<file path="src/array_focus_phase_unit_macros.svh">
// assertion macros shared by the array focus phase unit
// no dependencies; included by files that carry concurrent checks
`ifndef ARRAY_FOCUS_PHASE_UNIT_MACROS_SVH
`define ARRAY_FOCUS_PHASE_UNIT_MACROS_SVH

// property that must hold at every clock edge out of reset
`define AFP_CHECK(lbl, clk, rst_n, prop, msg) \
	lbl: assert property (@(posedge clk) disable iff (!rst_n) (prop)) else $error(msg);

// consequent must hold in the cycle after the antecedent
`define AFP_CHECK_NEXT(lbl, clk, rst_n, ante, cons, msg) \
	lbl: assert property (@(posedge clk) disable iff (!rst_n) (ante) |=> (cons)) else $error(msg);

`endif

</file>
<file path="src/afp_pkg.sv">
// shared types, constants and the column height table of the focus phase unit
// no dependencies
`default_nettype none

package afp_pkg;

	localparam int CENTRE_COL = 15;
	localparam int Y_BASE     = 27;
	localparam int FULL_TURN  = 46080;
	localparam int TERM_SCALE = 23040;

	localparam int N_W     = 80;  // radicand, padded to an even bit count
	localparam int ROOT_W  = N_W / 2;
	localparam int REM_W   = ROOT_W + 2;
	localparam int DIST_W  = 39;
	localparam int NUM_W   = 55;
	localparam int PHASE_W = 16;

	localparam logic [1:0] REG_SCALE_X      = 2'd0;
	localparam logic [1:0] REG_SCALE_Y      = 2'd1;
	localparam logic [1:0] REG_FOCUS_RADIUS = 2'd2;
	localparam logic [1:0] REG_WAVELENGTH   = 2'd3;

	typedef struct packed {
		logic       in_range;
		logic [4:0] coord_x;
		logic [5:0] coord_y;
	} side_t;

	function automatic logic [4:0] col_height(input logic [4:0] col);
		logic [4:0] h;
		case (col)
			5'd0:  h = 5'd4;
			5'd1:  h = 5'd11;
			5'd2:  h = 5'd14;
			5'd3:  h = 5'd17;
			5'd4:  h = 5'd18;
			5'd5:  h = 5'd19;
			5'd6:  h = 5'd22;
			5'd7:  h = 5'd23;
			5'd8:  h = 5'd24;
			5'd9:  h = 5'd25;
			5'd10: h = 5'd24;
			5'd11: h = 5'd25;
			5'd12: h = 5'd26;
			5'd13: h = 5'd27;
			5'd14: h = 5'd26;
			5'd15: h = 5'd27;
			5'd16: h = 5'd26;
			5'd17: h = 5'd27;
			5'd18: h = 5'd26;
			5'd19: h = 5'd25;
			5'd20: h = 5'd24;
			5'd21: h = 5'd25;
			5'd22: h = 5'd24;
			5'd23: h = 5'd23;
			5'd24: h = 5'd22;
			5'd25: h = 5'd19;
			5'd26: h = 5'd18;
			5'd27: h = 5'd17;
			5'd28: h = 5'd14;
			5'd29: h = 5'd11;
			5'd30: h = 5'd4;
			default: h = 5'd0;
		endcase
		return h;
	endfunction

endpackage

`default_nettype wire

</file>
<file path="src/afp_geom.sv">
// element geometry stage: column height lookup, grid coordinates, doubled offsets
// depends on afp_pkg
`default_nettype none

module afp_geom #(
	parameter int NUM_COLUMNS = 31
) (
	input  wire logic           clk,
	input  wire logic           arst_n,
	input  wire logic           en,
	input  wire logic           valid_in,
	input  wire logic [4:0]     column,
	input  wire logic [4:0]     row,
	output afp_pkg::side_t      side_s1,
	output logic                valid_s1,
	output logic [4:0]          x2_s1,
	output logic [4:0]          y2_s1
);

	logic [4:0]        e;
	logic              ok;
	logic [3:0]        xd;
	logic [3:0]        half;
	logic signed [6:0] yt;
	logic signed [6:0] ya;
	logic [5:0]        cy;

	always_comb begin
		e  = (int'(column) < NUM_COLUMNS) ? afp_pkg::col_height(column) : 5'd0;
		ok = (row < e);
		xd = (column >= 5'(afp_pkg::CENTRE_COL)) ? 4'(column - 5'(afp_pkg::CENTRE_COL))
			: 4'(5'(afp_pkg::CENTRE_COL) - column);
		// odd columns centre on an element, even ones between two
		half = column[0] ? 4'((e - 5'd1) >> 1) : 4'(e >> 1);
		yt = $signed({2'b00, half, 1'b0}) - $signed({1'b0, row, 1'b0})
			- (column[0] ? 7'sd0 : 7'sd1);
		ya = (yt < 7'sd0) ? -yt : yt;
		cy = 6'(7'(afp_pkg::Y_BASE) - {2'b00, e} + {1'b0, row, 1'b0});
	end

	always_ff @(posedge clk or negedge arst_n) begin
		if (!arst_n) begin
			valid_s1 <= 1'b0;
		end else if (en) begin
			valid_s1 <= valid_in;
		end
	end

	always_ff @(posedge clk) begin
		if (en) begin
			side_s1.in_range <= ok;
			side_s1.coord_x  <= ok ? column : 5'd0;
			side_s1.coord_y  <= ok ? cy : 6'd0;
			x2_s1            <= {xd, 1'b0};
			y2_s1            <= 5'(ya);
		end
	end

endmodule

`default_nettype wire

</file>
<file path="config.mk">
export PLATFORM = sky130hd
export DESIGN_NAME = afp_geom
export DESIGN_NICKNAME = d
export VERILOG_FILES = /design/src/array_focus_phase_unit_macros.svh /design/src/afp_pkg.sv /design/src/afp_geom.sv
export SDC_FILE = /design/constraint.sdc
export NUM_CORES = 1
export LEC_CHECK = 0
export BUFFER_PORTS_ARGS = -buffer_cell sky130_fd_sc_hd__buf_2
export CAP_MARGIN = 20
export CELL_PAD_IN_SITES_DETAIL_PLACEMENT = 1
export CELL_PAD_IN_SITES_GLOBAL_PLACEMENT = 1
export CORE_MARGIN = 3
export CORE_UTILIZATION = 30
export CTS_CLUSTER_DIAMETER = 100
export DETAILED_ROUTE_END_ITERATION = 10
export PLACE_DENSITY = 0.66
export SKIP_CTS_REPAIR_TIMING = 1
export SLEW_MARGIN = 20
export SYNTH_ARGS = -nofsm -noshare
export SYNTH_HDL_FRONTEND = slang
export SYNTH_SLANG_ARGS = --single-unit
export TNS_END_PERCENT = 100
</file>
<file path="constraint.sdc">
create_clock -name clk -period 0.8 [get_ports clk]
set_input_delay 0.12 -clock clk [delete_from_list [all_inputs] [get_ports clk]]
set_output_delay 0.12 -clock clk [all_outputs]
set_load 0.03 [all_outputs]
</file>
Yosys cells after proc, flatten, opt, wreduce, memory -nomap -nowiden
Memory sizes are Yosys's and may differ from the RTL's.
Index checks and enable logic that the tools add are counted.
Widths: inputs -> output; s select.
{"block": "totals", "reg_bits": 22, "rom_bits": 160, "input_bits": 14, "out_inout_bits": 23, "wordCells": 24, "memories": 1}
{"memory": "(no name shown)", "words": 32, "word_bits": 5, "rd": 1, "rd_clocked_by_memory_dff": 0, "wr": 0, "line": "afp_pkg.sv:32", "rtl": "case (col)"}
{"block": "classes", "add_sub_neg": 8, "magnitude_cmp": 4, "mux": 5}
{"op": "$mux 5", "n": 2}
{"op": "$mux 4", "n": 2}
{"op": "$lt 7x1->1 const B", "n": 1}
{"op": "$sub 5x6->7", "n": 1}
{"op": "$sub 7x2->7", "n": 1}
{"op": "$add 6x6->6", "n": 1}
{"op": "$sub 5x5->6 const A", "n": 1}
{"op": "$ge 5x4->1 const B", "n": 1}
{"op": "$lt 5x5->1", "n": 1}
{"op": "$lt 5x5->1 const B", "n": 1}
{"op": "$neg 5->5", "n": 1}
{"op": "$sub 5x1->5 const B", "n": 1}
{"op": "$sub 4x4->4 const A", "n": 1}
{"op": "$sub 4x4->4 const B", "n": 1}
{"op": "$mux 1", "n": 1}

Longest topological paths before layout
Gate-level depths: netlist of run 1.
{"block": "logic_depth", "word_depth": 8, "ltp_mapped": 15, "mapped_depth_nobuf": 15}

Worst setup path after synthesis of run 1
No wires, ideal clock.
{"block": "synth_timing", "kind": "in2reg", "startpoint": "input column[0]", "endpoint": "register y2_s1[3] (data pin)", "setup_time_ns": 0.265, "arrival_ns": 2.955, "t_required_ns": 0.535, "slack_ns": -2.420, "stages": 15, "path_buffers": 0, "path_cell_list": "inv_1 -> ha_1 -> a221o_1 -> nand2_1 -> ha_1 -> nand2_1 -> xnor2_1 -> ha_1 -> inv_1 -> ha_1 -> a21boi_1 -> o211a_1 -> or3_1 -> a32oi_1 -> xor2_1"}
{"block": "synth_between", "elab_chain_cells": 8, "word_cells_on_any_way": 11, "classes_between": "add/sub (4); order compare (2); mux (4); memory (1)"}
{"item": "from (decl)", "line": "afp_geom.sv:12", "rtl": "input wire logic [4:0] column,"}
{"item": "$mem_v2 32x5 / $lt 5x5->1 (equally long branches)"}
{"item": "$mux 5", "line": "afp_geom.sv:29", "rtl": "e = (int'(column) < NUM_COLUMNS) ? afp_pkg::col_height(column) : 5'd0;"}
{"item": "$sub 5x1->5", "line": "afp_geom.sv:34", "rtl": "half = column[0] ? 4'((e - 5'd1) >> 1) : 4'(e >> 1);"}
{"item": "$mux 4", "line": "afp_geom.sv:34"}
{"item": "$sub 5x6->7", "line": "afp_geom.sv:35", "rtl": "yt = $signed({2'b00, half, 1'b0}) - $signed({1'b0, row, 1'b0})"}
{"item": "$sub 7x2->7 (*)", "line": "afp_geom.sv:36", "rtl": "- (column[0] ? 7'sd0 : 7'sd1);"}
{"item": "$lt 7x1->1 / $neg 5->5 (equally long branches)", "line": "afp_geom.sv:37", "rtl": "ya = (yt < 7'sd0) ? -yt : yt;"}
{"item": "$mux 5 (*)", "line": "afp_geom.sv:37"}
{"item": "via ya[3]", "line": "afp_geom.sv:25", "rtl": "logic signed [6:0] ya;"}
{"item": "to (signal assigned)", "line": "afp_geom.sv:55", "rtl": "y2_s1 <= 5'(ya);"}
{"item": "to (decl)", "line": "afp_geom.sv:17", "rtl": "output logic [4:0] y2_s1"}
The timed path passes the listed nets; every way through them passes the cells marked *.
A chain may end at the register's enable or synchronous reset.

Worst setup path in the final report of run 1
Ends and elaborated chain as after synthesis.

==> flow_summary.yaml, run 1 <==
sta:
  hold_viol: 0
  worst_slack_ns: -2.12
  clock_skew_ns: 0
  layout_min_cycle_time_ns: 2.92
  period_share: 3.65
  fmaxAchievable_mhz: 342
  rsz0062_at_grt: "true"
  slew_viol_final: 0
  finalSetupViolations: 41
route:
  first_iter_violations: 43
  drt-wirelength-per-cell_um: 16.4
  routed_wl_um: 5800
  num_vias: 1735
  ant_nets: 0
  drt-pass1-iter-count: 4
  viasPerCell: 4.90
  drc: 0
synth:
  syn_area_um2: 1840
  syn_area_per_cell_um2: 10.0
  yosys.cell_types.count: 46
  syn_nets: 226
  ys_ff_latch: 22
  synth_cells: 184
  async_reset_ff_frac: 0.0455
  synth-edff-count: 21
  seq_area_frac_synth: 0.356
  synthFlopType: "edfxtp_1"
  synth_warnings: 0
grt:
  grt_pass1_vias: 1818
  gr-total-overflow: 0
  grt_busiest_layer: "met2"
  grt_usage: 0.141
  grt_use_met3: 0.0118
  global_route.usage.met2: 0.266
  grt_start_max_net_pins: 15
  grt_pass1_wl_um: 8230
  grt_antenna_before_repair: 0
  grt_use_met1: 0.171
setup_path:
  cp_slowest_stage_delay_ns: 0.43
  cp.required_ns: 0.82
  slowest_stage: "or3_4"
  cp_data_arrival_time_ns: 2.94
  path_buf_inv: 3
  setup.worst_path.start_class: "input port"
  cp_max_fo: 5
  crit_family: "compound AO/OA/AOI/OAI gates"
  path_cells: "buf_8 -> clkinvlp_4 -> ha_4 -> a221o_1 -> nand2_2 -> ha_4 -> nand2_4 -> xnor2_2 -> ha_2 -> inv_2 -> ha_4 -> a21boi_4 -> o211a_1 -> or3_4 -> a32oi_2 -> xor2_1"
  cpMostUsedCell: "ha_4"
  crit_path_end_kind: "flop"
  critPathKind: "in2reg"
  reg2reg_slack_ns: 0.02
layout:
  stdcell_count: 354
  diodes: 0
  fin_nets: 325
  area_growth_pct: 79.4
  drive_above_1_share: 0.631
cts:
  cts_root_buffer: "clkbuf_8"
  cts_max_level: 1
  cts_tree: "built"
  path_clk_slew_ns: 0.09
  clock_sink_count: 22
  cts_max_path_buffers: 2
  cts_buffers: 3
  clk_latency_ns: 0.26
floorplan:
  row_count: 27
  initial_core_util: 0.323
  coreArea_um2: 5710
  die_h_um: 84.4
  ioPinCount: 37
  die_w_um: 84.4
  die-area_um2: 7120
flow_run:
  maxCapViolations: 0
placed_design:
  finalWeightedCongestion: 0.800
  dp.cells: 341
  hpwl_um: 4070
  io_buffer_count: 35
power:
  power_mw: 5.74
  p_leak_nw: 1.44
  powerDensity_nw_per_um2: 1740
  peakVddDrop_uv: 817
min_path:
  holdCritPathClass: "in2reg"
status:
  violations: "negative setup slack"
  run_status: "finished with violations"
final cells by class:
type	instances	area [um2]
clock buffers	3	41.3
clock inverters	1	30.0
fillers	594	2400
inverters	26	114
multi-input cells	127	1450
flip-flops and latches	22	657
well taps	72	90.1
repair buffers	103	918
final timing paths:
check	start	end	depth (start not counted)
min in group asynchronous	arst_n	valid_s1	2
max in group asynchronous	arst_n	valid_s1	2
max	column[0]	y2_s1[3]	16
min reg2reg	valid_s1	valid_s1	1
min	valid_in	valid_s1	2
max reg2reg	valid_s1	valid_s1	1
cell usage in the layout (no fill, tap or decap), types with 3 or more instances in the layout:
| cell | count |
|---|---|
| a21o_1 | 3 |
| nor3b_2 | 5 |
| buf_4 | 53 |
| clkbuf_8 | 3 |
| inv_2 | 5 |
| inv_1 | 15 |
| buf_6 | 34 |
| nand2_1 | 7 |
| nor3_2 | 7 |
| edfxtp_1 | 21 |
| a21oi_2 | 4 |
| ha_1 | 11 |
| o21ai_1 | 4 |
| nand2b_1 | 6 |
| o21ai_0 | 3 |
| buf_2 | 10 |
| inv_4 | 5 |
| ha_4 | 13 |
| xnor2_1 | 5 |
report_power, final:
part	leakage [nW]	internal (mW)	total (mW)	switching [mW]
registers	0.215	1.53	1.62	0.0918
logic	1.19	1.53	3.07	1.53
clock network	0.0357	0.668	1.06	0.389
total	1.44	3.73	5.74	2.01
routing by layer:
| metal | wire [um] | vias up |
|---|---|---|
| met5 | 0 | - |
| met4 | 85 | 0 |
| met3 | 155 | 8 |
| met2 | 3130 | 31 |
| met1 | 2430 | 848 |
| li1 | - | 848 |
synthesized netlist by cell type, types with 2 or more instances:
library cell | number | area [um2]
edfxtp_1 | 21 | 631
nor2_1 | 4 | 15.0
mux2i_1 | 3 | 30.0
xnor2_1 | 6 | 52.6
nand3_1 | 3 | 15.0
nor3_1 | 9 | 45.0
a21o_1 | 4 | 30.0
mux2_2 | 2 | 22.5
inv_1 | 26 | 97.6
clkbuf_1 | 3 | 11.3
a221o_1 | 2 | 20.0
xor2_1 | 3 | 26.3
fa_1 | 2 | 40.0
and3_1 | 2 | 12.5
a21boi_0 | 3 | 22.5
o21ai_0 | 7 | 35.0
buf_4 | 2 | 15.0
nor3b_1 | 5 | 37.5
nand2b_1 | 6 | 37.5
nand2_1 | 10 | 37.5
ha_1 | 26 | 325
a22oi_1 | 2 | 15.0
a21oi_1 | 7 | 35.0
a31oi_1 | 2 | 12.5
buf_2 | 3 | 15.0
registers in the layout (all words and copies together) (netlist names):
| register | flops |
|---|---|
| valid_s1 | 1 |
| x2_s1 | 4 |
| y2_s1 | 5 |
| side_s1 | 12 |
metrics by stage:
| step | instance area, um2 | worst slack [ns] | hold slack, ns | util | setup TNS [ns] |
|---|---|---|---|---|---|
| 2_1_floorplan | 1960 | -2.23 | -0.176 | - | -22.74 |
| 3_3_place_gp | 2630 | -2.41 | -0.105 | 0.461 | -31.16 |
| 3_5_place_dp | 2630 | -2.53 | -0.104 | 0.461 | -32.13 |
| 4_1_cts | 2700 | -2.25 | -0.391 | 0.473 | -29.77 |
| 5_1_grt | 3300 | -2.26 | 0.0867 | 0.579 | -29.96 |
| 6_report | 3300 | -2.12 | 0.0889 | 0.579 | -27.36 |
kinds of logic (layout without fill, tap and decap cells):
logic type / count (synthesis) / count (layout) / share of synthesized area
and+or+nand+nor: 45 / 45 / 0.132
AOI/OAI and AO/OA: 39 / 39 / 0.162
buffers and inverters: 35 / 133 / 0.0781
adders and majority gates: 28 / 28 / 0.198
DFF: 22 / 22 / 0.356
xor gates and xnor gates: 9 / 9 / 0.0428
muxes: 5 / 5 / 0.0285
other: 1 / 1 / 0.00204
(Power assumes the default switching activity.)
==> inputs of run 2 (changes only) <==
CORE_MARGIN = 1.5   (was 3)
==> flow_summary.yaml, run 2 (synthesized netlist as in run 1, its figures left out) <==
route:
  ant_nets: 0
  first_iter_violations: 41
  drt-pass1-iter-count: 3
  drc: 0
  routed_wl_um: 6110
  drt-wirelength-per-cell_um: 17.1
  viasPerCell: 4.93
  num_vias: 1764
layout:
  stdcell_count: 358
  layout_common_cells: "buf_4 (53), buf_6 (32), edfxtp_1 (21)"
  final_area_um2: 3350
  final_common_cell: "buf_4"
  reg_top3: "side_s1 x12, y2_s1 x5, x2_s1 x4"
  fin_nets: 326
  largest_reg_flops: 12
  drive_above_1_share: 0.636
  nFillCells: 609
  area_growth_pct: 82.1
  max_flop_register: "side_s1"
  diodes: 0
cts:
  clk_latency_ns: 0.27
  cts_tree: "built"
  cts_buffers: 3
  clock_sink_count: 22
  path_clk_slew_ns: 0.09
  cts_max_path_buffers: 2
  cts_max_level: 1
  cts_root_buffer: "clkbuf_8"
floorplan:
  die-area_um2: 6620
  die_w_um: 81.4
  row_count: 28
  ioPinCount: 37
  coreArea_um2: 5920
  die_h_um: 81.4
  initial_core_util: 0.311
status:
  violations: "negative setup slack"
  run_status: "finished with violations"
grt:
  grt_start_max_net_pins: 14
  grt_pass1_wl_um: 7920
  grt_usage: 0.157
  grt_antenna_before_repair: 0
  gr-total-overflow: 0
  grt_pass1_vias: 1741
power:
  power_mw: 5.85
  p_leak_nw: 1.47
  powerDensity_nw_per_um2: 1740
  peakVddDrop_uv: 864
placed_design:
  hpwl_um: 4140
  postPlaceCellArea_um2: 2640
  pre_cts_ws_ns: -2.50
  io_buffer_count: 35
  finalWeightedCongestion: 0.836
  dp.cells: 345
setup_path:
  crit_path_end_kind: "flop"
  setup.worst_path.start_class: "input port"
  cp.required_ns: 0.83
  cp_data_arrival_time_ns: 2.97
  critPathKind: "in2reg"
  cp_max_fo: 5
sta:
  finalSetupViolations: 41
  slew_viol_final: 0
  clock_skew_ns: 0
  rsz0062_at_grt: "true"
  hold_viol: 0
  worst_slack_ns: -2.14
  finalHoldWorstSlack_ns: 0.0756
  fmaxAchievable_mhz: 340
  period_share: 3.67
  layout_min_cycle_time_ns: 2.94
flow_run:
  maxCapViolations: 0
min_path:
  holdCritPathClass: "in2reg"
[run 2: cell types whose count changed in the layout (fill, tap and decap cells not counted), moves of 3 or more]
cell / before / now
nor3_2: 7 / 2
nand2_1: 7 / 4
nand2_2: 1 / 4
nor3_4: 1 / 4
[run 2: report_power, final]
group | switching [mW] | internal [mW]
combinational | 1.57 | 1.58
sequential | 0.0925 | 1.53
clock | 0.408 | 0.670
total | 2.07 | 3.78
[run 2: area by class of cell]
class | instances | area, um2 | area share
clock buffer | 3 | 41.3 | 0.0123
clock inverter | 1 | 30.0 | 0.00895
inverter | 26 | 109 | 0.0325
multi-input combinational | 127 | 1470 | 0.439
sequential | 22 | 657 | 0.196
tap | 75 | 93.8 | 0.0280
timing repair buffer | 104 | 951 | 0.283
[run 2: path summary, 6_finish.rpt]
check / slack [ns] / start / depth (start not counted) / to
setup / recovery: -2.14 / column[0] / 16 / y2_s1[3]
hold / removal: 0.08 / valid_in / 2 / valid_s1
setup reg to reg: 0.02 / valid_s1 / 1 / valid_s1
hold reg to reg: 0.54 / valid_s1 / 1 / valid_s1
max in group asynchronous: 0.56 / arst_n / 2 / valid_s1
min in group asynchronous: 0.15 / arst_n / 2 / valid_s1
[run 2: metrics by stage]
step / TNS [ns] / utilization
6_report: -28.40 / 0.567
5_1_grt: -30.75 / 0.567
2_1_floorplan: -22.74 / -
4_1_cts: -29.68 / 0.458
3_3_place_gp: -31.27 / 0.446
3_5_place_dp: -32.12 / 0.446
[run 2: worst max-delay path: stages]
cell and delay [ns]:
buf_8 0.09, clkinvlp_4 0.10, ha_4 0.26, a221o_1 0.36, nand2_2 0.12, ha_4 0.15
nand2_4 0.05, xnor2_2 0.16, ha_2 0.21, inv_2 0.05, ha_4 0.24, a21boi_2 0.16
o211a_1 0.21, or3_4 0.41, a32oi_2 0.19, xor2_1 0.08
[run 2: layer usage]
metal	wire [um]	share of wire	GRT usage
met5	0	0	0
met4	197	0.032	0.0534
met3	93	0.015	0.00674
met2	3360	0.55	0.293
met1	2460	0.40	0.190
